===== config.mk =====
export PLATFORM = sky130hd
export DESIGN_NAME = display_source_arbiter_flat
export DESIGN_NICKNAME = d
export VERILOG_FILES = /design/src/design/dsa_pkg.sv /design/src/design/dsa_if.sv /design/src/design/dsa_front.sv /design/src/design/dsa_queue.sv /design/src/design/dsa_back.sv /design/src/design/display_source_arbiter.sv /design/src/flat_wrapper.sv
export SDC_FILE = /design/constraint.sdc
export NUM_CORES = 1
export LEC_CHECK = 0
export BUFFER_PORTS_ARGS = -buffer_cell sky130_fd_sc_hd__buf_2
export CORE_MARGIN = 5
export CORE_UTILIZATION = 35
export CTS_CLUSTER_SIZE = 16
export DETAILED_ROUTE_END_ITERATION = 8
export SLEW_MARGIN = 0
export SYNTH_ARGS = -nofsm -noshare
export SYNTH_HDL_FRONTEND = slang
export SYNTH_SLANG_ARGS = --single-unit

===== constraint.sdc =====
create_clock -name clk -period 14.2 [get_ports clk]
set_input_delay 2.84 -clock clk [delete_from_list [all_inputs] [get_ports clk]]
set_output_delay 2.84 -clock clk [all_outputs]
set_load 0.005 [all_outputs]

===== src/design/dsa_pkg.sv =====
// ----------------------------------------------------------------------------
// dsa_pkg: shared types and constants of the display source arbiter
// Event codes, decoded operations, priorities, update kinds and the command
// that travels from the front end to the back end.
// ----------------------------------------------------------------------------
package dsa_pkg;

  // Field widths of the channels
  localparam int MODE_W     = 4;
  localparam int PRIO_W     = 2;
  localparam int FIELD_W    = 16;
  localparam int REV_W      = 32;
  localparam int KIND_W     = 2;

  // Width of a stored frame or scene handle
  localparam int HANDLE_W   = 16;

  // Command queue between front and back end
  localparam int QUEUE_DEPTH = 2;
  localparam int QPTR_W      = (QUEUE_DEPTH > 1) ? $clog2(QUEUE_DEPTH) : 1;
  localparam int QCNT_W      = $clog2(QUEUE_DEPTH + 1);

  // Event codes on the input channel
  localparam logic [MODE_W-1:0] MODE_SHOW_LOCAL  = 4'd0;
  localparam logic [MODE_W-1:0] MODE_SHOW_INTER  = 4'd1;
  localparam logic [MODE_W-1:0] MODE_CLR_INTER   = 4'd2;
  localparam logic [MODE_W-1:0] MODE_CLR_OVR     = 4'd3;
  localparam logic [MODE_W-1:0] MODE_COMMIT      = 4'd4;
  localparam logic [MODE_W-1:0] MODE_CONNECT     = 4'd5;
  localparam logic [MODE_W-1:0] MODE_DISCONNECT  = 4'd6;
  localparam logic [MODE_W-1:0] MODE_RECONFIG    = 4'd7;
  localparam logic [MODE_W-1:0] MODE_FAILED      = 4'd8;

  // Requested priority codes
  localparam logic [PRIO_W-1:0] PRIO_REQ_STARTUP  = 2'd1;
  localparam logic [PRIO_W-1:0] PRIO_REQ_CRITICAL = 2'd2;

  // Update kinds on the result channel
  localparam logic [KIND_W-1:0] KIND_NONE   = 2'd0;
  localparam logic [KIND_W-1:0] KIND_LOCAL  = 2'd1;
  localparam logic [KIND_W-1:0] KIND_REMOTE = 2'd2;

  // Decoded operation
  typedef enum logic [3:0] {
    OP_NONE,
    OP_LOCAL,
    OP_INTER,
    OP_CLR_INTER,
    OP_CLR_OVR,
    OP_COMMIT,
    OP_CONNECT,
    OP_DISCONNECT,
    OP_RECONFIG
  } op_t;

  // Normalized local priority
  typedef enum logic [1:0] {
    PRIO_NORMAL,
    PRIO_STARTUP,
    PRIO_CRITICAL
  } prio_t;

  typedef logic [HANDLE_W-1:0] handle_t;

  // Command held in the queue
  typedef struct packed {
    op_t              op;
    prio_t            prio;
    handle_t          frame;
    handle_t          scene;
    logic             full;
    logic [REV_W-1:0] rev;
  } cmd_t;

endpackage


===== src/design/dsa_if.sv =====
// ----------------------------------------------------------------------------
// dsa_if: channel interfaces of the display source arbiter
// Event channel into the block and update channel out of it, each with
// valid/ready flow control.
// ----------------------------------------------------------------------------
interface dsa_in_if import dsa_pkg::*; ();
  logic                valid;
  logic                ready;
  logic [MODE_W-1:0]   mode;
  logic [PRIO_W-1:0]   priority_req;
  logic [FIELD_W-1:0]  frame_handle;
  logic [FIELD_W-1:0]  scene_handle;
  logic                scene_full;
  logic [REV_W-1:0]    scene_revision;

  modport source (
    output valid, mode, priority_req, frame_handle, scene_handle, scene_full,
           scene_revision,
    input  ready
  );
  modport sink (
    input  valid, mode, priority_req, frame_handle, scene_handle, scene_full,
           scene_revision,
    output ready
  );
endinterface

interface dsa_out_if import dsa_pkg::*; ();
  logic                valid;
  logic                ready;
  logic [KIND_W-1:0]   update_kind;
  logic [FIELD_W-1:0]  shown_frame;
  logic [FIELD_W-1:0]  shown_scene;
  logic                full_redraw;
  logic [REV_W-1:0]    current_revision;

  modport source (
    output valid, update_kind, shown_frame, shown_scene, full_redraw,
           current_revision,
    input  ready
  );
  modport sink (
    input  valid, update_kind, shown_frame, shown_scene, full_redraw,
           current_revision,
    output ready
  );
endinterface


===== src/design/dsa_front.sv =====
// ----------------------------------------------------------------------------
// dsa_front: event decoder
// Accepts event items, maps the mode and priority codes to an operation and
// a normalized priority, and pushes the command into the queue.
// ----------------------------------------------------------------------------
module dsa_front import dsa_pkg::*; (
  dsa_in_if.sink in_ch,
  input  logic   q_full,
  output logic   push,
  output cmd_t   push_cmd
);

  op_t   op;
  prio_t prio;

  // Accept while the queue has room
  assign in_ch.ready = !q_full;
  assign push        = in_ch.valid && !q_full;

  // Classify the event; a failure acts as a critical local frame
  always_comb begin
    op   = OP_NONE;
    prio = PRIO_NORMAL;
    unique case (in_ch.mode)
      MODE_SHOW_LOCAL: begin
        op = OP_LOCAL;
        if (in_ch.priority_req == PRIO_REQ_CRITICAL) begin
          prio = PRIO_CRITICAL;
        end else if (in_ch.priority_req == PRIO_REQ_STARTUP) begin
          prio = PRIO_STARTUP;
        end
      end
      MODE_SHOW_INTER: op = OP_INTER;
      MODE_CLR_INTER:  op = OP_CLR_INTER;
      MODE_CLR_OVR:    op = OP_CLR_OVR;
      MODE_COMMIT:     op = OP_COMMIT;
      MODE_CONNECT:    op = OP_CONNECT;
      MODE_DISCONNECT: op = OP_DISCONNECT;
      MODE_RECONFIG:   op = OP_RECONFIG;
      MODE_FAILED: begin
        op   = OP_LOCAL;
        prio = PRIO_CRITICAL;
      end
      default:         op = OP_NONE;
    endcase
  end

  // Build the command
  always_comb begin
    push_cmd.op    = op;
    push_cmd.prio  = prio;
    push_cmd.frame = HANDLE_W'(in_ch.frame_handle);
    push_cmd.scene = HANDLE_W'(in_ch.scene_handle);
    push_cmd.full  = in_ch.scene_full;
    push_cmd.rev   = in_ch.scene_revision;
  end

endmodule


===== src/design/dsa_queue.sv =====
// ----------------------------------------------------------------------------
// dsa_queue: command queue
// Short FIFO between the decoder and the state engine so that each side can
// stall on its own.
// ----------------------------------------------------------------------------
module dsa_queue import dsa_pkg::*; (
  input  logic clk,
  input  logic rst_n,
  input  logic push,
  input  cmd_t push_cmd,
  output logic full,
  input  logic pop,
  output logic pop_valid,
  output cmd_t pop_cmd
);

  cmd_t              mem [QUEUE_DEPTH];
  logic [QPTR_W-1:0] wr_ptr_r, wr_ptr_nxt;
  logic [QPTR_W-1:0] rd_ptr_r, rd_ptr_nxt;
  logic [QCNT_W-1:0] cnt_r, cnt_nxt;
  logic              do_pop;

  assign full      = (cnt_r == QCNT_W'(QUEUE_DEPTH));
  assign pop_valid = (cnt_r != '0);
  assign pop_cmd   = mem[rd_ptr_r];
  assign do_pop    = pop && pop_valid;

  // Advance pointers with wrap
  always_comb begin
    wr_ptr_nxt = wr_ptr_r;
    rd_ptr_nxt = rd_ptr_r;
    if (push) begin
      wr_ptr_nxt = (wr_ptr_r == QPTR_W'(QUEUE_DEPTH - 1)) ? '0 : wr_ptr_r + 1'b1;
    end
    if (do_pop) begin
      rd_ptr_nxt = (rd_ptr_r == QPTR_W'(QUEUE_DEPTH - 1)) ? '0 : rd_ptr_r + 1'b1;
    end
    cnt_nxt = cnt_r + QCNT_W'(push) - QCNT_W'(do_pop);
  end

  always_ff @(posedge clk) begin
    if (!rst_n) begin
      wr_ptr_r <= '0;
      rd_ptr_r <= '0;
      cnt_r    <= '0;
    end else begin
      wr_ptr_r <= wr_ptr_nxt;
      rd_ptr_r <= rd_ptr_nxt;
      cnt_r    <= cnt_nxt;
    end
  end

  // Store the pushed item
  always_ff @(posedge clk) begin
    if (push) begin
      mem[wr_ptr_r] <= push_cmd;
    end
  end

endmodule


===== src/design/dsa_back.sv =====
// ----------------------------------------------------------------------------
// dsa_back: state engine and update register
// Applies one command a cycle, while the update register is free or being
// drained, to the link, override and source flags and to the stored frames
// and scene, and registers the resulting display update.
module dsa_back import dsa_pkg::*; (
  input  logic        clk,
  input  logic        rst_n,
  input  logic        q_valid,
  input  cmd_t        q_cmd,
  output logic        q_pop,
  dsa_out_if.source   out_ch
);

  typedef enum logic [1:0] {
    WANT_NONE,
    WANT_LOCAL,
    WANT_REMOTE
  } want_t;

  // Control flags
  logic link_up_r,     link_up_nxt;
  logic link_lost_r,   link_lost_nxt;
  logic ovr_on_r,      ovr_on_nxt;
  logic ovr_saved_r,   ovr_saved_nxt;
  logic src_remote_r,  src_remote_nxt;
  logic inter_valid_r, inter_valid_nxt;
  logic local_valid_r, local_valid_nxt;
  logic remote_valid_r, remote_valid_nxt;

  // Stored content, undefined until written
  handle_t          inter_frame_r, inter_frame_nxt;
  handle_t          local_frame_r, local_frame_nxt;
  handle_t          remote_scene_r, remote_scene_nxt;
  logic [REV_W-1:0] remote_rev_r, remote_rev_nxt;

  // Output register
  logic               out_valid_r;
  logic [KIND_W-1:0]  kind_r, kind_nxt;
  logic [FIELD_W-1:0] frame_r, frame_nxt;
  logic [FIELD_W-1:0] scene_r, scene_nxt;
  logic               full_r, full_nxt;
  logic [REV_W-1:0]   rev_r, rev_nxt;

  want_t want;
  logic  want_full;

  // Take a command whenever the update register is free or being drained
  assign q_pop = q_valid && (!out_valid_r || out_ch.ready);

  // Next state and requested update
  always_comb begin
    link_up_nxt      = link_up_r;
    link_lost_nxt    = link_lost_r;
    ovr_on_nxt       = ovr_on_r;
    ovr_saved_nxt    = ovr_saved_r;
    src_remote_nxt   = src_remote_r;
    inter_valid_nxt  = inter_valid_r;
    local_valid_nxt  = local_valid_r;
    remote_valid_nxt = remote_valid_r;
    inter_frame_nxt  = inter_frame_r;
    local_frame_nxt  = local_frame_r;
    remote_scene_nxt = remote_scene_r;
    remote_rev_nxt   = remote_rev_r;
    want             = WANT_NONE;
    want_full        = 1'b1;

    unique case (q_cmd.op)
      OP_LOCAL: begin
        if (link_lost_r) begin
          want = WANT_LOCAL;
        end else begin
          local_frame_nxt = q_cmd.frame;
          local_valid_nxt = 1'b1;
          if (q_cmd.prio == PRIO_CRITICAL) begin
            inter_valid_nxt = 1'b0;
          end
          priority if (inter_valid_nxt) begin
            want = WANT_NONE;
          end else if (q_cmd.prio == PRIO_STARTUP) begin
            if (ovr_on_r) begin
              src_remote_nxt = 1'b0;
              want           = WANT_LOCAL;
            end else if (remote_valid_r) begin
              src_remote_nxt = 1'b1;
              want           = WANT_REMOTE;
            end else begin
              src_remote_nxt = 1'b0;
              want           = WANT_LOCAL;
            end
          end else if (q_cmd.prio == PRIO_CRITICAL) begin
            ovr_on_nxt     = 1'b1;
            src_remote_nxt = 1'b0;
            want           = WANT_LOCAL;
          end else if (!(ovr_on_r || src_remote_r)) begin
            want = WANT_LOCAL;
          end
        end
      end
      OP_INTER: begin
        inter_frame_nxt = q_cmd.frame;
        inter_valid_nxt = 1'b1;
        src_remote_nxt  = 1'b0;
        want            = WANT_LOCAL;
      end
      OP_CLR_INTER: begin
        if (inter_valid_r) begin
          inter_valid_nxt = 1'b0;
          if (link_lost_r || ovr_on_r || !remote_valid_r) begin
            src_remote_nxt = 1'b0;
            want           = WANT_LOCAL;
          end else begin
            src_remote_nxt = 1'b1;
            want           = WANT_REMOTE;
          end
        end
      end
      OP_CLR_OVR: begin
        if (ovr_on_r) begin
          ovr_on_nxt = 1'b0;
          if (remote_valid_r) begin
            src_remote_nxt = 1'b1;
            want           = WANT_REMOTE;
          end else begin
            src_remote_nxt = 1'b0;
            want           = WANT_LOCAL;
          end
        end
      end
      OP_COMMIT: begin
        // Drop commits while the link is down or partial scenes with no base
        if (link_up_r && (remote_valid_r || q_cmd.full)) begin
          remote_scene_nxt = q_cmd.scene;
          remote_rev_nxt   = q_cmd.rev;
          remote_valid_nxt = 1'b1;
          if (!(ovr_on_r || inter_valid_r)) begin
            src_remote_nxt = 1'b1;
            want           = WANT_REMOTE;
            want_full      = q_cmd.full;
          end
        end
      end
      OP_CONNECT: begin
        if (link_lost_r) begin
          ovr_on_nxt = ovr_saved_r;
        end
        link_up_nxt      = 1'b1;
        link_lost_nxt    = 1'b0;
        remote_valid_nxt = 1'b0;
        local_frame_nxt  = q_cmd.frame;
        local_valid_nxt  = 1'b1;
        src_remote_nxt   = 1'b0;
        want             = WANT_LOCAL;
      end
      OP_DISCONNECT: begin
        if (!link_lost_r) begin
          ovr_saved_nxt = ovr_on_r;
        end
        remote_valid_nxt = 1'b0;
        local_frame_nxt  = q_cmd.frame;
        local_valid_nxt  = 1'b1;
        ovr_on_nxt       = 1'b1;
        link_up_nxt      = 1'b0;
        link_lost_nxt    = 1'b1;
        src_remote_nxt   = 1'b0;
        want             = WANT_LOCAL;
      end
      OP_RECONFIG: begin
        if (inter_valid_r || !src_remote_r) begin
          want = WANT_LOCAL;
        end else begin
          want = WANT_REMOTE;
        end
      end
      default: want = WANT_NONE;
    endcase
  end

  // Resolve the update from the new state
  always_comb begin
    kind_nxt  = KIND_NONE;
    frame_nxt = '0;
    scene_nxt = '0;
    full_nxt  = 1'b0;
    unique case (want)
      WANT_LOCAL: begin
        if (inter_valid_nxt) begin
          kind_nxt  = KIND_LOCAL;
          frame_nxt = FIELD_W'(inter_frame_nxt);
          full_nxt  = 1'b1;
        end else if (local_valid_nxt) begin
          kind_nxt  = KIND_LOCAL;
          frame_nxt = FIELD_W'(local_frame_nxt);
          full_nxt  = 1'b1;
        end
      end
      WANT_REMOTE: begin
        if (remote_valid_nxt) begin
          kind_nxt  = KIND_REMOTE;
          scene_nxt = FIELD_W'(remote_scene_nxt);
          full_nxt  = want_full;
        end
      end
      default: kind_nxt = KIND_NONE;
    endcase
    rev_nxt = remote_valid_nxt ? remote_rev_nxt : '0;
  end

  // Hold control flags and the update valid bit
  always_ff @(posedge clk) begin
    if (!rst_n) begin
      link_up_r      <= 1'b0;
      link_lost_r    <= 1'b0;
      ovr_on_r       <= 1'b0;
      ovr_saved_r    <= 1'b0;
      src_remote_r   <= 1'b0;
      inter_valid_r  <= 1'b0;
      local_valid_r  <= 1'b0;
      remote_valid_r <= 1'b0;
      out_valid_r    <= 1'b0;
    end else begin
      if (q_pop) begin
        link_up_r      <= link_up_nxt;
        link_lost_r    <= link_lost_nxt;
        ovr_on_r       <= ovr_on_nxt;
        ovr_saved_r    <= ovr_saved_nxt;
        src_remote_r   <= src_remote_nxt;
        inter_valid_r  <= inter_valid_nxt;
        local_valid_r  <= local_valid_nxt;
        remote_valid_r <= remote_valid_nxt;
        out_valid_r    <= 1'b1;
      end else if (out_ch.ready) begin
        out_valid_r <= 1'b0;
      end
    end
  end

  // Hold stored content and update payload
  always_ff @(posedge clk) begin
    if (q_pop) begin
      inter_frame_r  <= inter_frame_nxt;
      local_frame_r  <= local_frame_nxt;
      remote_scene_r <= remote_scene_nxt;
      remote_rev_r   <= remote_rev_nxt;
      kind_r         <= kind_nxt;
      frame_r        <= frame_nxt;
      scene_r        <= scene_nxt;
      full_r         <= full_nxt;
      rev_r          <= rev_nxt;
    end
  end

  assign out_ch.valid            = out_valid_r;
  assign out_ch.update_kind      = kind_r;
  assign out_ch.shown_frame      = frame_r;
  assign out_ch.shown_scene      = scene_r;
  assign out_ch.full_redraw      = full_r;
  assign out_ch.current_revision = rev_r;

endmodule


===== src/design/display_source_arbiter.sv =====
// ----------------------------------------------------------------------------
// display_source_arbiter: top level of the display source arbiter
// Decodes display events, queues them, and turns each into one display update.
// ----------------------------------------------------------------------------
// The block takes one event item per clock while the command queue has room
// and returns exactly one update item per event, in order. An accepted event
// is decoded and written into a two-entry command queue; the state engine takes
// one command a cycle while the update register is free or being drained,
// updates the link, override and source flags, and registers the update; an
// event passes through a queue entry and the update register on its way out.
// Sustained rate is one item per cycle when the output does not stall, set by
// the state update; when the output stalls, the queue absorbs up to two further
// events before in_ch.ready drops. Stored frames and scene are read only once
// written; there is no clearing pass after reset.
module display_source_arbiter import dsa_pkg::*; (
  input  logic      clk,
  input  logic      rst_n,
  dsa_in_if.sink    in_ch,
  dsa_out_if.source out_ch
);

  logic push;
  cmd_t push_cmd;
  logic q_full;
  logic q_valid;
  cmd_t q_cmd;
  logic q_pop;

  dsa_front u_front (
    .in_ch    (in_ch),
    .q_full   (q_full),
    .push     (push),
    .push_cmd (push_cmd)
  );

  dsa_queue u_queue (
    .clk       (clk),
    .rst_n     (rst_n),
    .push      (push),
    .push_cmd  (push_cmd),
    .full      (q_full),
    .pop       (q_pop),
    .pop_valid (q_valid),
    .pop_cmd   (q_cmd)
  );

  dsa_back u_back (
    .clk     (clk),
    .rst_n   (rst_n),
    .q_valid (q_valid),
    .q_cmd   (q_cmd),
    .q_pop   (q_pop),
    .out_ch  (out_ch)
  );

endmodule


===== src/flat_wrapper.sv =====
// flat-port wrapper written by rule: the top's interface ports become plain ports
module display_source_arbiter_flat import dsa_pkg::*;
  (clk, rst_n, in_ch_valid, in_ch_mode, in_ch_priority_req, in_ch_frame_handle, in_ch_scene_handle, in_ch_scene_full, in_ch_scene_revision, in_ch_ready, out_ch_valid, out_ch_update_kind, out_ch_shown_frame, out_ch_shown_scene, out_ch_full_redraw, out_ch_current_revision, out_ch_ready);
  dsa_in_if in_ch_i ();
  dsa_out_if out_ch_i ();
  input  logic clk;
  input  logic rst_n;
  input wire logic [$bits(in_ch_i.valid)-1:0] in_ch_valid;
  input wire logic [$bits(in_ch_i.mode)-1:0] in_ch_mode;
  input wire logic [$bits(in_ch_i.priority_req)-1:0] in_ch_priority_req;
  input wire logic [$bits(in_ch_i.frame_handle)-1:0] in_ch_frame_handle;
  input wire logic [$bits(in_ch_i.scene_handle)-1:0] in_ch_scene_handle;
  input wire logic [$bits(in_ch_i.scene_full)-1:0] in_ch_scene_full;
  input wire logic [$bits(in_ch_i.scene_revision)-1:0] in_ch_scene_revision;
  output wire logic [$bits(in_ch_i.ready)-1:0] in_ch_ready;
  output wire logic [$bits(out_ch_i.valid)-1:0] out_ch_valid;
  output wire logic [$bits(out_ch_i.update_kind)-1:0] out_ch_update_kind;
  output wire logic [$bits(out_ch_i.shown_frame)-1:0] out_ch_shown_frame;
  output wire logic [$bits(out_ch_i.shown_scene)-1:0] out_ch_shown_scene;
  output wire logic [$bits(out_ch_i.full_redraw)-1:0] out_ch_full_redraw;
  output wire logic [$bits(out_ch_i.current_revision)-1:0] out_ch_current_revision;
  input wire logic [$bits(out_ch_i.ready)-1:0] out_ch_ready;
  assign in_ch_i.valid = in_ch_valid;
  assign in_ch_i.mode = in_ch_mode;
  assign in_ch_i.priority_req = in_ch_priority_req;
  assign in_ch_i.frame_handle = in_ch_frame_handle;
  assign in_ch_i.scene_handle = in_ch_scene_handle;
  assign in_ch_i.scene_full = in_ch_scene_full;
  assign in_ch_i.scene_revision = in_ch_scene_revision;
  assign in_ch_ready = in_ch_i.ready;
  assign out_ch_valid = out_ch_i.valid;
  assign out_ch_update_kind = out_ch_i.update_kind;
  assign out_ch_shown_frame = out_ch_i.shown_frame;
  assign out_ch_shown_scene = out_ch_i.shown_scene;
  assign out_ch_full_redraw = out_ch_i.full_redraw;
  assign out_ch_current_revision = out_ch_i.current_revision;
  assign out_ch_i.ready = out_ch_ready;
  display_source_arbiter u_core (.clk(clk), .rst_n(rst_n), .in_ch(in_ch_i), .out_ch(out_ch_i));
endmodule

; Word level (Yosys, flattened, before mapping)
; Memories as Yosys holds them, arrays and structs flattened. A register that Yosys moved wholly into a read port is not among the register bits.
; Index checks and enable logic that the tools add are counted.
[totals]
reg_bits = 160
latch_bits = 0
ram_bits = 142
romBits = 0
input_bits = 75
memories = 1
[op_classes]
addsub = 4
multipliers = 0
div = 0
n_lt_le_gt_ge = 0
n_eq_ne = 32
shifts = 0
mux = 75
n_bitwise = 0
n_reduce_logical = 29
[memory_table]
columns = name, words, word_bits, rd, rd_ports_with_merged_regs, wr, line
row1 = u_core.u_queue.mem, 2, 71, 1, 1, 1, dsa_queue.sv:17  ; cmd_t mem [QUEUE_DEPTH];
[op_table]
columns = operator, n
row1 = 16-bit 2-to-1 mux, 6
row2 = 32-bit 2-to-1 mux, 2
row3 = 1-bit 2-to-1 mux, 41
row4 = 4-bit by 3-bit == test with 1-bit output (second input constant), 8
row5 = 16-bit case mux with 2 select lines, 1
row6 = 4-bit case mux with 8 select lines, 1
row7 = 2-bit 2-to-1 mux, 13
row8 = 4-bit by 2-bit == test with 1-bit output (second input constant), 4
row9 = 2-bit != test (second input constant), 8
row10 = 2-bit case mux with 6 select lines, 1
row11 = 1-bit case mux with 2 select lines, 5
row12 = 9-bit AND reduction, 1
row13 = 2-bit == test (second input constant), 4
row14 = 4-bit by 1-bit == test with 1-bit output (second input constant), 2
row15 = 4-bit == test (second input constant), 2
row16 = 2-bit case mux with 2 select lines, 2
row17 = 1-bit logical OR, 7
row18 = 2-bit by 1-bit == test with 1-bit output (second input constant), 3
row19 = 2-bit AND reduction, 3
row20 = 6-bit AND reduction, 1
row21 = 2-bit nonzero test, 3
row22 = 1-bit case mux with 5 select lines, 1
row23 = 5-bit nonzero test, 1
row24 = 1-bit logical AND, 4
row25 = other kinds (11), 16

; Longest topological paths before layout
; Gate-level depths: netlist (run 1).
[depth]
word_depth = 9
ltp_mapped = 18
mapped_depth_nobuf = 12

; Cells and area by module
; A second synthesis (run 1) with hierarchy kept.
[unflattened]
hier_cells = 758
area_unflattened_um2 = 13211.4
[by_module_without_submodules]
columns = module, n_inst, cells_per_inst, area_per_inst_um2, seq_area_each_um2
row1 = dsa_back, 1, 433, 6892.9, 4594.4
row2 = dsa_queue, 1, 244, 5721.7, 4364.2
row3 = dsa_front, 1, 81, 596.8, 0.0

; Worst setup path before layout (run 1)
; OpenSTA, ideal clock, no wires.
[synth_timing]
path_type = input-to-reg
from = input port out_ch_ready
to = register u_core.u_queue.cnt_r[1]
t_arrival_ns = 7.985
slack_ns = 6.087
cell_stages = 9
n_path_buf = 0
path_cell_list = nor2b_1 > or2_2 > clkinv_1 > ha_1 > inv_1 > ha_1 > xor2_1 > xnor2_1 > nor2_1
[synth_via]
elab_chain_cells = 4
[synth_lines]
columns = element, line
row1 = "start, declared", flat_wrapper.sv:22  ; input wire logic [$bits(out_ch_i.ready)-1:0] out_ch_ready;
row2 = 1-bit logical OR, dsa_back.sv:49  ; assign q_pop = q_valid && (!out_valid_r || out_ch.ready);
row3 = 1-bit logical AND, dsa_back.sv:49
row4 = via u_core.q_pop, display_source_arbiter.sv:27  ; logic q_pop;
row5 = 1-bit logical AND, dsa_queue.sv:26  ; assign do_pop = pop && pop_valid;
row6 = 2-bit by 1-bit subtractor with 2-bit output, dsa_queue.sv:38  ; cnt_nxt = cnt_r + QCNT_W'(push) - QCNT_W'(do_pop);
row7 = "end signal, assigned", dsa_queue.sv:49  ; cnt_r <= cnt_nxt;
row8 = "end, declared", dsa_queue.sv:20  ; logic [QCNT_W-1:0] cnt_r, cnt_nxt;
; The timed path passes the listed nets, and every way through them passes these cells.
; A chain may end at the register's enable or synchronous reset.

; Worst setup path in the final report (run 1)
[layout_timing]
from = input port out_ch_ready
to = register u_core.u_back.src_remote_r
[layout_via]
elab_chain_cells = 3
[layout_lines]
columns = element, line
row1 = 1-bit logical OR, dsa_back.sv:49
row2 = 1-bit logical AND, dsa_back.sv:49
row3 = via u_core.q_pop, display_source_arbiter.sv:27
row4 = 9-bit AND reduction (no line), -
row5 = "end signal, assigned", dsa_back.sv:227  ; src_remote_r <= src_remote_nxt;
row6 = "end, declared", dsa_back.sv:26  ; logic src_remote_r, src_remote_nxt;
; The timed path passes the listed nets, and every way through them passes these cells.

==> metrics.md, run 1 <==
| Metric | Value |
|---|---|
| Status | `completed` |
| Fmax | `192 MHz` |
| Post-cts resize count | `0` |
| Row cnt | `68` |
| Synthesized instance count | `753` |
| Clk Latency, worst-skew pair | `500 ps` |
| Syn Nets | `835` |
| Share of cells above drive strength 1 | `0.296` |
| Slew Limit Fails | `0` |
| Mapped Avg Cell Area | `roughly 16 um2` |
| CP Cell Sequence | `buf_2 > nor2b_1 > or2_2 > inv_6 > buf_4 > o2111ai_1 > o31a_1 > nor3_1` |
| Mapped cell area | `12,300 um2` |
| Vias in the first global route | `6,717` |
| Die height | `197 um` |
| CP Buf/Inv Count | `3` |
| Post-CTS Hold Buffers | `0` |
| Grt ovf | `0` |
| Core Util, Final | `0.420` |
| Register Area | `around 9000 um2` |
| Yosys top cell by area | `edfxtp_1` |
| Detailed Place HPWL | `14,900 um` |
| Synth cell types | `66` |
| Maximum vdd drop | `about 0.18 mV` |
| Post-synth EDFFs | `289` |
| CP Max Fanout | `79` |
| PwrDens | `between 200 and 250 nW/um2` |
| Iteration-0 DRC Markers | `approximately 370` |
| Core area | `34,600 um2` |
| Clock sink count | `~300` |
| GPL Wtd Cong | `0.801` |
| Clock Skew | `18.3 ps` |
| TNS Setup | `0 ps` |
| N_diodes | `0` |
| Crit-path max cell delay | `900 ps` |
| Num CTS Buffers | `35` |
| Post-CTS Setup Inserts | `0` |
| Setup violators final | `0` |
| P_leak | `5.03 nW` |
| Slew headroom | `0.293` |
| #FFs+latches synth | `between 300 and 400` |
| Share of Yosys cell area claimed by the top area cell type | `0.707` |
| Sequential fraction of the synthesis area | `0.730` |
| Placed inst area | `about 13,000 um2` |
| IO Pins | `144` |
| Die W | `197 um` |
| Via/cell ratio | `between 4 and 5` |
| Warnings from Yosys | `0` |
| Starting density of the core | `0.355` |
| Nature of the critical path endpoint | `flop` |
| Worst EP arrival | `around 5600 ps` |
| Top Family by Delay on Critical Path | `buffers and inverters` |
| DR DRC count | `0` |
| CTS tree | `built` |
| H-tree depth reported by CTS | `2` |
| Final instance area | `14,500 um2` |
| Worst slew pin tran | `1060 ps` |
| Initial antenna violation count | `3` |
| Via count | `6,778` |
| Area contributors post-synth | `edfxtp_1 (71%), mux2i_1 (4.6%), mux2_2 (3.8%), a211oi_1 (3.2%), dfxtp_1 (2.3%)` |
| Port Buffers | `roughly 140` |
| Fin crit share | `0.367` |
| HP Class | `flop to flop` |
| Ys async rst share | `0` |
| Clock transition at the registers of the reported paths | `60 ps` |
| Crit start category | `primary input` |
| Top FF cell, synth | `edfxtp_1` |
| Multi-input gate area | `3080 um2` |
| Tot Pwr | `2.98 mW` |
| RSZ-0062 raised after global routing | `no` |
| Area delta synth->final | `18.4%` |
| Wire per inst | `18.0 um` |
| Routed WL | `24,800 um` |
| Nets | `980` |
| Crit-path slowest cell | `buf_4` |
| Detailed Routing Iterations Pass 1 | `4` |
| Clock root buffer | `clkbuf_16` |
| Global-route wire length before repair | `between 30,000 and 40,000 um` |
| Minimum clock period after layout | `5210 ps` |
| Die ar. | `38,900 um2` |
| Final Hold Fails | `0` |
| Pin count of the biggest net entering global routing | `about 110` |
| GRT Util Overall | `0.122` |
| Max-cap violations | `0` |
| Fillers | `3,169` |
| Routed Antenna Nets | `0` |
| Clock buffer depth | `3` |
| Worst Path Class, Setup | `primary input to flop` |
| CP required | `14,630 ps` |
per-stage QoR:
step	hold slack (ps)	std cells	worst slack, ps
after floorplan	437	753	6090
after detailed placement	468	1316	8420
after global routing	523	1378	8740
after global placement	452	1316	8470
final	474	1378	8990
after CTS	483	1378	8950
cell usage after synthesis (9+ instances only):
cell type / n
a32o_1: 16
clkbuf_1: 14
mux2_4: 9
buf_2: 11
dfxtp_1: 14
a21oi_1: 54
mux2_2: 41
inv_1: 12
a211oi_1: 53
nor2_1: 67
mux2i_1: 57
edfxtp_1: 289
where the power goes:
group / internal, mW / switching, mW
Clock: 0.503 / 0.342
Sequential: 1.32 / 0.0986
Combinational: 0.281 / 0.432
state kept, by name, indices dropped and copies added (netlist names), 2 cells and up, named ones only:
name and cells:
u_core.u_back.remote_scene_r 16, u_core.u_queue.cnt_r 2, u_core.u_back.out_ch.update_kind 2, u_core.u_queue.mem 142
u_core.u_back.out_ch.shown_frame 16, u_core.u_back.remote_rev_r 32, u_core.u_back.inter_frame_r 16, u_core.u_back.out_ch.current_revision 32
u_core.u_back.local_frame_r 16, u_core.u_back.out_ch.shown_scene 16
logic make-up after synthesis:
logic type / count (synthesis) / share of synthesized area
mux: 108 / 0.0962
compound gates: 158 / 0.0933
buf+inv: 55 / 0.0216
simple gates: 115 / 0.0471
xor+xnor: 7 / 0.00499
flops: 303 / 0.730
fa+ha+maj: 7 / 0.00713
layer usage:
metal,share of wire,global-route usage,up-vias
li1,-,-,3303
met1,0.46,0.166,3248
met4,0.023,0.0360,6
met3,0.058,0.0292,51
met2,0.46,0.196,170
met5,0.0015,0,-
tightest hold or removal path, delay by kind of cell (launching register included):
kind	cells	cell delay [ps]
AND/OR/NAND/NOR	1	70
AO/OA/AOI/OAI	1	40
flip-flops	1	330
worst paths after layout:
path / from / endpoint / slack, ps / cells after the start
setup / recovery: out_ch_ready / u_core.u_back.src_remote_r / 8990 / 8
hold / removal: u_core.u_back.local_valid_r / u_core.u_back.local_valid_r / 470 / 2
setup reg to reg: flop / u_core.u_back.out_ch.shown_frame[14] / 9600 / 10
hold reg to reg: u_core.u_back.local_valid_r / u_core.u_back.local_valid_r / 470 / 2
cell usage in the layout (no fill, tap or decap), types with 4 or more instances in the layout:
cell | Yosys | routed
inv_1 | 12 | 12
nand2_1 | 4 | 4
a211oi_1 | 53 | 53
clkbuf_16 | 0 | 36
a21oi_1 | 54 | 54
ha_1 | 7 | 7
clkbuf_1 | 14 | 6
clkinv_1 | 1 | 5
buf_4 | 6 | 7
mux2i_1 | 57 | 57
mux2_2 | 41 | 41
edfxtp_1 | 289 | 289
buf_2 | 11 | 143
o21ai_0 | 5 | 5
xnor2_1 | 4 | 4
clkinv_2 | 0 | 7
nor2_1 | 67 | 66
nor3_1 | 7 | 7
dfxtp_1 | 14 | 13
a32o_1 | 16 | 16
nor3b_1 | 6 | 6
mux2_4 | 9 | 9
final cells by class:
cell class	instances	share of cell area
Clock buffer	42	0.0635
Clock inverter	20	0.0117
Inverter	13	0.00370
Multi-Input combinational cell	395	0.212
Sequential cell	303	0.617
Tap cell	455	0.0392
Timing Repair Buffer	150	0.0529
Note: power is estimated with default switching activity, not from simulation.
==> inputs of run 2 (changes only) <==
--- a/config.mk
+++ b/config.mk
@@ -5,6 +5,7 @@
 export SDC_FILE = /design/constraint.sdc
 export NUM_CORES = 1
 export LEC_CHECK = 0
+export ABC_AREA = 1
 export BUFFER_PORTS_ARGS = -buffer_cell sky130_fd_sc_hd__buf_2
 export CORE_MARGIN = 5
 export CORE_UTILIZATION = 35
==> constraint.sdc (replaced) <==
create_clock -name clk -period 5.1 [get_ports clk]
set_input_delay 1.02 -clock clk [delete_from_list [all_inputs] [get_ports clk]]
set_output_delay 1.02 -clock clk [all_outputs]
set_load 0.005 [all_outputs]
==> run 2 against run 1 <==
Clock skew is 5.5 ps higher. Non-clock buffer count shrank 1. Utilization decreased by 0.42 points. Register-to-register slack worse by 7900 ps. Combinational power increased to 3.9 times the previous value. Sequential share of layout area down 2.9 points. Clock power increased to 2.8 times the previous value. Global-route usage grew 2.0 points. Synthesized area is 6.2% higher. Critical path depth is 6 higher. Largest cell class unchanged. Largest power group unchanged.
==> metrics.md, run 2 <==
| Metric | Value |
|---|---|
| Crit start category | `flop` |
| TNS Setup | `0 ps` |
| Pin count of the biggest net entering global routing | `108` |
| Clock transition at the registers of the reported paths | `50 ps` |
| Clock Skew | `roughly 24 ps` |
| Worst Path Class, Setup | `flop to flop` |
| Row cnt | `70` |
| Fin worst setup slack | `1750 ps` |
| Die W | `~200 um` |
| Mapped cell area | `roughly 13,000 um2` |
| Routed Antenna Nets | `0` |
| Num CTS Buffers | `35` |
| Fillers | `3,477` |
| Sequential fraction of the synthesis area | `0.687` |
| Pre-CTS setup slack | `roughly 1800 ps` |
| Warnings from Yosys | `0` |
| Routed WL | `~29,000 um` |
| Max-cap violations | `0` |
| Fin crit share | `0.657` |
| DR DRC count | `0` |
| Initial antenna violation count | `3` |
| Count leader, synth | `nand2_1` |
| N_diodes | `0` |
| Core Util, Final | `0.415` |
| Starting density of the core | `0.355` |
| Largest register FFs | `~140` |
| Via/cell ratio | `4.65` |
| R2R cell count | `14` |
| Ys async rst share | `0` |
| Multi-input gate area | `3290 um2` |
| PwrDens | `605 nW/um2` |
| Most frequent cells after synthesis | `nand2_1 (290), edfxtp_1 (289), inv_1 (128), nor2_1 (99), o21ai_0 (63)` |
| CTS tree | `built` |
| Slew Limit Fails | `0` |
| Die height | `203 um` |
| Post-Place Cells | `1,744` |
| HP Class | `flop to flop` |
| Post-synth EDFFs | `289` |
| GPL Wtd Cong | `0.854` |
| P_leak | `6.25 nW` |
| Register Area | `8960 um2` |
| Vias in the first global route | `8,476` |
| Synthesized instance count | `1,174` |
| Post-CTS Hold Buffers | `0` |
| Commonest non-fill, non-tap cell in the layout | `nand2_1` |
| Core area | `between 30,000 and 40,000 um2` |
| IO Pins | `144` |
| Nets | `about 1,400` |
| Yosys top cell by area | `edfxtp_1` |
| H-tree depth reported by CTS | `2` |
| Wire per inst | `16.2 um` |
| Via count | `8,403` |
| Share of Yosys cell area claimed by the top area cell type | `0.665` |
| RSZ-0062 raised after global routing | `no` |
| Worst EP arrival | `between 3000 and 4000 ps` |
| Maximum vdd drop | `0.346 mV` |
| Setup violators final | `0` |
| Worst slew pin tran | `roughly 1100 ps` |
| Commonest cells after routing, fill and taps aside | `nand2_1 (290), edfxtp_1 (289), buf_2 (143)` |
| Die ar. | `41,200 um2` |
| Grt ovf | `0` |
| Status | `completed` |
| Slew headroom | `0.260` |
| GRT Util Overall | `0.142` |
| Clk Latency, worst-skew pair | `530 ps` |
| CP Capture Point | `u_core.u_back.out_ch.shown_frame[10]` |
| Area delta synth->final | `16.9%` |
| Clock buffer depth | `3` |
| Fin cells | `between 1,500 and 2,000` |
| Worst reg2reg endpoint | `u_core.u_back.out_ch.shown_frame[10]` |
| Nature of the critical path endpoint | `flop` |
| Synth cell types | `31` |
| Mapped Avg Cell Area | `11.1 um2` |
| Post-cts resize count | `0` |
| Share of cells above drive strength 1 | `0.230` |
| Detailed Routing Iterations Pass 1 | `7` |
| Clock sink count | `303` |
| CP Max Fanout | `26` |
| Top reg by flops | `u_core.u_queue.mem` |
| #FFs+latches synth | `303` |
| Final Hold Fails | `0` |
| Area contributors post-synth | `edfxtp_1 (67%), nand2_1 (8.3%), inv_1 (3.7%), nor2_1 (2.8%), or2_2 (2.4%)` |
| Global-route wire length before repair | `46,500 um` |
| Post-CTS Setup Inserts | `0` |
| Detailed Place HPWL | `18,100 um` |
| Syn Nets | `1,256` |
| CP required | `5450 ps` |
| FF-to-FF setup slack | `1750 ps` |
| Port Buffers | `143` |
| Iteration-0 DRC Markers | `425` |
| Top FF cell, synth | `edfxtp_1` |
| Fmax | `298 MHz` |
| Minimum clock period after layout | `about 3400 ps` |
| Clock root buffer | `clkbuf_16` |
| Hold_ws | `461 ps` |
run 2: how the worst min path moves through the flow:
stage,start,to,depth (start not counted)
after CTS,u_core.u_queue.rd_ptr_r,flop,1
after detailed placement,u_core.u_queue.rd_ptr_r,flop,1
final,u_core.u_queue.rd_ptr_r,flop,1
after floorplan,u_core.u_queue.rd_ptr_r,flop,1
after global placement,u_core.u_queue.rd_ptr_r,flop,1
after global routing,u_core.u_queue.cnt_r[1],u_core.u_queue.cnt_r[1],1
run 2: cell families (layout without fill, tap and decap cells):
family,count (synthesis),after routing,share of synthesized area
AO/OA/AOI/OAI,131,131,0.0547
flip-flops,303,303,0.687
adder cells (fa/ha/maj),7,7,0.00671
XOR/XNOR,1,1,0.000672
AND/OR/NAND/NOR,548,548,0.189
buffers and inverters,184,349,0.0620
run 2: where the power goes:
| group | leakage (nW) | internal (mW) | switching [mW] |
|---|---|---|---|
| combinational | 2.85 | 0.865 | 1.93 |
| clock | 0.526 | 1.38 | 0.981 |
| sequential | 2.87 | 3.81 | 0.261 |
run 2: cell type report:
class                           instances  share of cell area
Sequential cell                       303               0.588
Timing Repair Buffer                  149              0.0524
Tap cell                              468              0.0384
Multi-Input combinational cell        687               0.216
Clock buffer                           51              0.0634
Inverter                              137              0.0341
Clock inverter                         12             0.00812
run 2: per-stage QoR:
stage          area [um2]  power [mW]
6_report            15200        9.23
5_1_grt             15200        9.88
4_1_cts             15200        9.37
3_5_place_dp        14200        6.95
3_3_place_gp        14200        6.89
2_1_floorplan       13000        6.05
run 2: worst max-delay path, stage by stage, from the launching register on:
cell and delay [ps]:
dfxtp_4 400, inv_2 380, nand2_1 120, nand2_2 230
inv_2 120, nor2_4 520, a31oi_1 130, nand2_1 90
inv_1 40, nand2_1 50, nor2_1 50, inv_1 50
ha_1 670, nand3_1 150, nor2_1 180
run 2: per-layer routing:
layer,vias to the layer above,wire length (um),track usage
met4,6,792,0.0463
met5,-,40,0
li1,4185,-,-
met1,3949,12500,0.176
met3,59,1560,0.0311
met2,204,14400,0.246
==> inputs of run 3 (changes only) <==
==> constraint.sdc (replaced) <==
create_clock -name clk -period 2.8 [get_ports clk]
set_input_delay 0.56 -clock clk [delete_from_list [all_inputs] [get_ports clk]]
set_output_delay 0.56 -clock clk [all_outputs]
set_load 0.005 [all_outputs]
==> run 3 against run 2 <==
Total power increased by 86%. Sequential share of layout area decreased by 0.89 points. Sequential power increased by 81%. Register-to-register slack got worse by 1500 ps. Via count increased by 1.4%. Critical path depth decreased by 1. First-iteration DRC count decreased by 1.4%. Setup slack got worse by 1500 ps. Non-clock buffer count increased by 18.
==> metrics.md, run 3 (synthesis gave the netlist of run 2 again) <==
| Metric | Value |
|---|---|
| P_leak | `6.38 nW` |
| Die ar. | `41,200 um2` |
| DR DRC count | `0` |
| Wire per inst | `16.4 um` |
| Maximum vdd drop | `between 0.6 and 0.7 mV` |
| CP Cell Sequence | `buf_4 > o21ai_0 > ha_1 > inv_1 > nand2_1 > o21ai_0 > o21ai_0 > nand2_1 > nand2_1 > nor2_1 > ha_1 > nand2_4 > nor2_1` |
| Global-route wire length before repair | `47,000 um` |
| Setup violators final | `0` |
| IO Pins | `between 100 and 150` |
| Fmax | `around 400 MHz` |
| WHS Path Cells | `1` |
| Worst slew pin tran | `561 ps` |
| Iteration-0 DRC Markers | `419` |
| H-tree depth reported by CTS | `2` |
| Top reg by flops | `u_core.u_queue.mem` |
| Initial antenna violation count | `8` |
| Worst Path Class, Setup | `flop to flop` |
| Nature of the critical path endpoint | `flop` |
| Worst EP arrival | `2840 ps` |
| FF-to-FF setup slack | `250 ps` |
| Crit start category | `flop` |
| Tot Pwr | `17.2 mW` |
| GRT Util Overall | `0.144` |
| Slew headroom | `0.626` |
| Via count | `approximately 8,500` |
| Top Family by Delay on Critical Path | `simple AND/OR/NAND/NOR gates` |
| Flop pwr share | `0.429` |
| Status | `completed` |
| Port Buffers | `143` |
| Vias in the first global route | `8,640` |
| R2R cell count | `13` |
| PwrDens | `1110 nW/um2` |
| Met1 usage | `0.182` |
| Commonest cells after routing, fill and taps aside | `nand2_1 (290), edfxtp_1 (289), buf_2 (143)` |
| Net Sw Frac | `0.344` |
| Pin count of the biggest net entering global routing | `roughly 70` |
| Minimum clock period after layout | `around 2600 ps` |
| Clock network power share | `0.260` |
| Met2 usage | `0.244` |
| Largest register FFs | `142` |
| Crit-path max cell delay | `330 ps` |
| Max-cap violations | `0` |
| Commonest non-fill, non-tap cell in the layout | `nand2_1` |
| Row cnt | `70` |
| HP Start | `in_ch_scene_handle[1]` |
| Die height | `203 um` |
| TNS Setup | `0 ps` |
| Met3 usage | `0.0387` |
| Clock transition at the registers of the reported paths | `60 ps` |
| CP Max Fanout | `17` |
| Area delta synth->final | `18.6%` |
| Die W | `roughly 200 um` |
| Crit-path slowest cell | `dfxtp_2` |
| Share of cells above drive strength 1 | `0.241` |
| Starting density of the core | `0.355` |
| Detailed Routing Iterations Pass 1 | `5` |
| Final Hold Fails | `0` |
| Psw | `5.91 mW` |
| Clock sink count | `between 300 and 400` |
| Pre-CTS setup slack | `290 ps` |
| Fin crit share | `0.912` |
| Fin worst setup slack | `246 ps` |
| GPL Wtd Cong | `~0.86` |
| Clk Latency, worst-skew pair | `550 ps` |
| Internal power | `11.3 mW` |
| Clock Skew | `17.8 ps` |
| Most used routing layer | `met2` |
| CP Buf/Inv Count | `2` |
| Num CTS Buffers | `36` |
| Post-CTS Setup Inserts | `0` |
| Grt ovf | `0` |
| CP required | `3090 ps` |
| Routed Antenna Nets | `0` |
| Via/cell ratio | `4.67` |
| Logic gate share of total power | `0.311` |
| Detailed Place HPWL | `~18,000 um` |
| Nets | `1,414` |
| Clock buffer depth | `3` |
| CTS tree | `built` |
| Core area | `36,700 um2` |
| Clock root buffer | `clkbuf_16` |
| HP Class | `primary input to flop` |
| Routed WL | `29,900 um` |
| Worst reg2reg endpoint | `u_core.u_back.out_ch.shown_scene[0]` |
| Slew Limit Fails | `0` |
| Hold Crit Endpoint | `u_core.u_queue.mem[1][34]` |
[run 3: layout make-up]
| type | count | area, um2 |
|---|---|---|
| antenna | 2 | 5.00 |
| clock buffer | 40 | 916 |
| clock inverter | 21 | 204 |
| fill | 3399 | 21200 |
| inverter | 137 | 527 |
| multi-input combinational | 687 | 3310 |
| sequential | 303 | 8960 |
| tap | 468 | 586 |
| timing repair buffer | 167 | 971 |
[run 3: how the worst max path moves through the flow]
stage	from	end	slack (ps)	cells past startpoint
after global placement	flop	u_core.u_back.out_ch.full_redraw	350	15
final	flop	u_core.u_back.out_ch.shown_scene[0]	250	13
after floorplan	in_ch_valid	u_core.u_queue.mem[1][0]	-150	2
after CTS	flop	u_core.u_back.out_ch.shown_frame[6]	250	15
after detailed placement	flop	u_core.u_back.out_ch.shown_frame[6]	290	15
after global routing	flop	u_core.u_back.out_ch.shown_frame[7]	-9	14
[run 3: per-stage QoR]
| stage | instances | hold slack [ps] | area, um2 | utilization |
|---|---|---|---|---|
| final | 1825 | 197 | 15500 | 0.422 |
| after global routing | 1825 | 162 | 15500 | 0.422 |
| after CTS | 1823 | 158 | 15500 | 0.421 |
| after detailed placement | 1762 | 453 | 14300 | 0.391 |
| after global placement | 1762 | 436 | 14300 | 0.391 |
| after floorplan | 1174 | 426 | 13100 | - |
[run 3: repair_timing]
item | CTS | global route
setup endpoints to repair | 0 | 12
hold buffers | 0 | 0
gates resized for setup | 0 | 2
[run 3: power by group through the flow]
| stage | combinational [mW] | clock [mW] | sequential, mW |
|---|---|---|---|
| floorplan | 3.65 | 0 | 7.38 |
| global placement | 5.32 | 0 | 7.44 |
| detailed placement | 5.41 | 0 | 7.47 |
| CTS | 5.45 | 4.62 | 7.39 |
| global route | 6.08 | 4.83 | 7.49 |
| finish | 5.35 | 4.47 | 7.37 |
[run 3: worst register-to-register path: stages, from the launching register on]
cell and delay, ps:
dfxtp_2 330, buf_4 190, o21ai_0 270, ha_1 240
inv_1 70, nand2_1 100, o21ai_0 90, o21ai_0 190
nand2_1 70, nand2_1 60, nor2_1 50, ha_1 230
nand2_4 270, nor2_1 120
[run 3: layer usage]
layer  share of wire  up-vias
li1                -     4219
met3           0.062       52
met5          0.0020        -
met4           0.023       10
met1            0.42     4007
met2            0.49      229
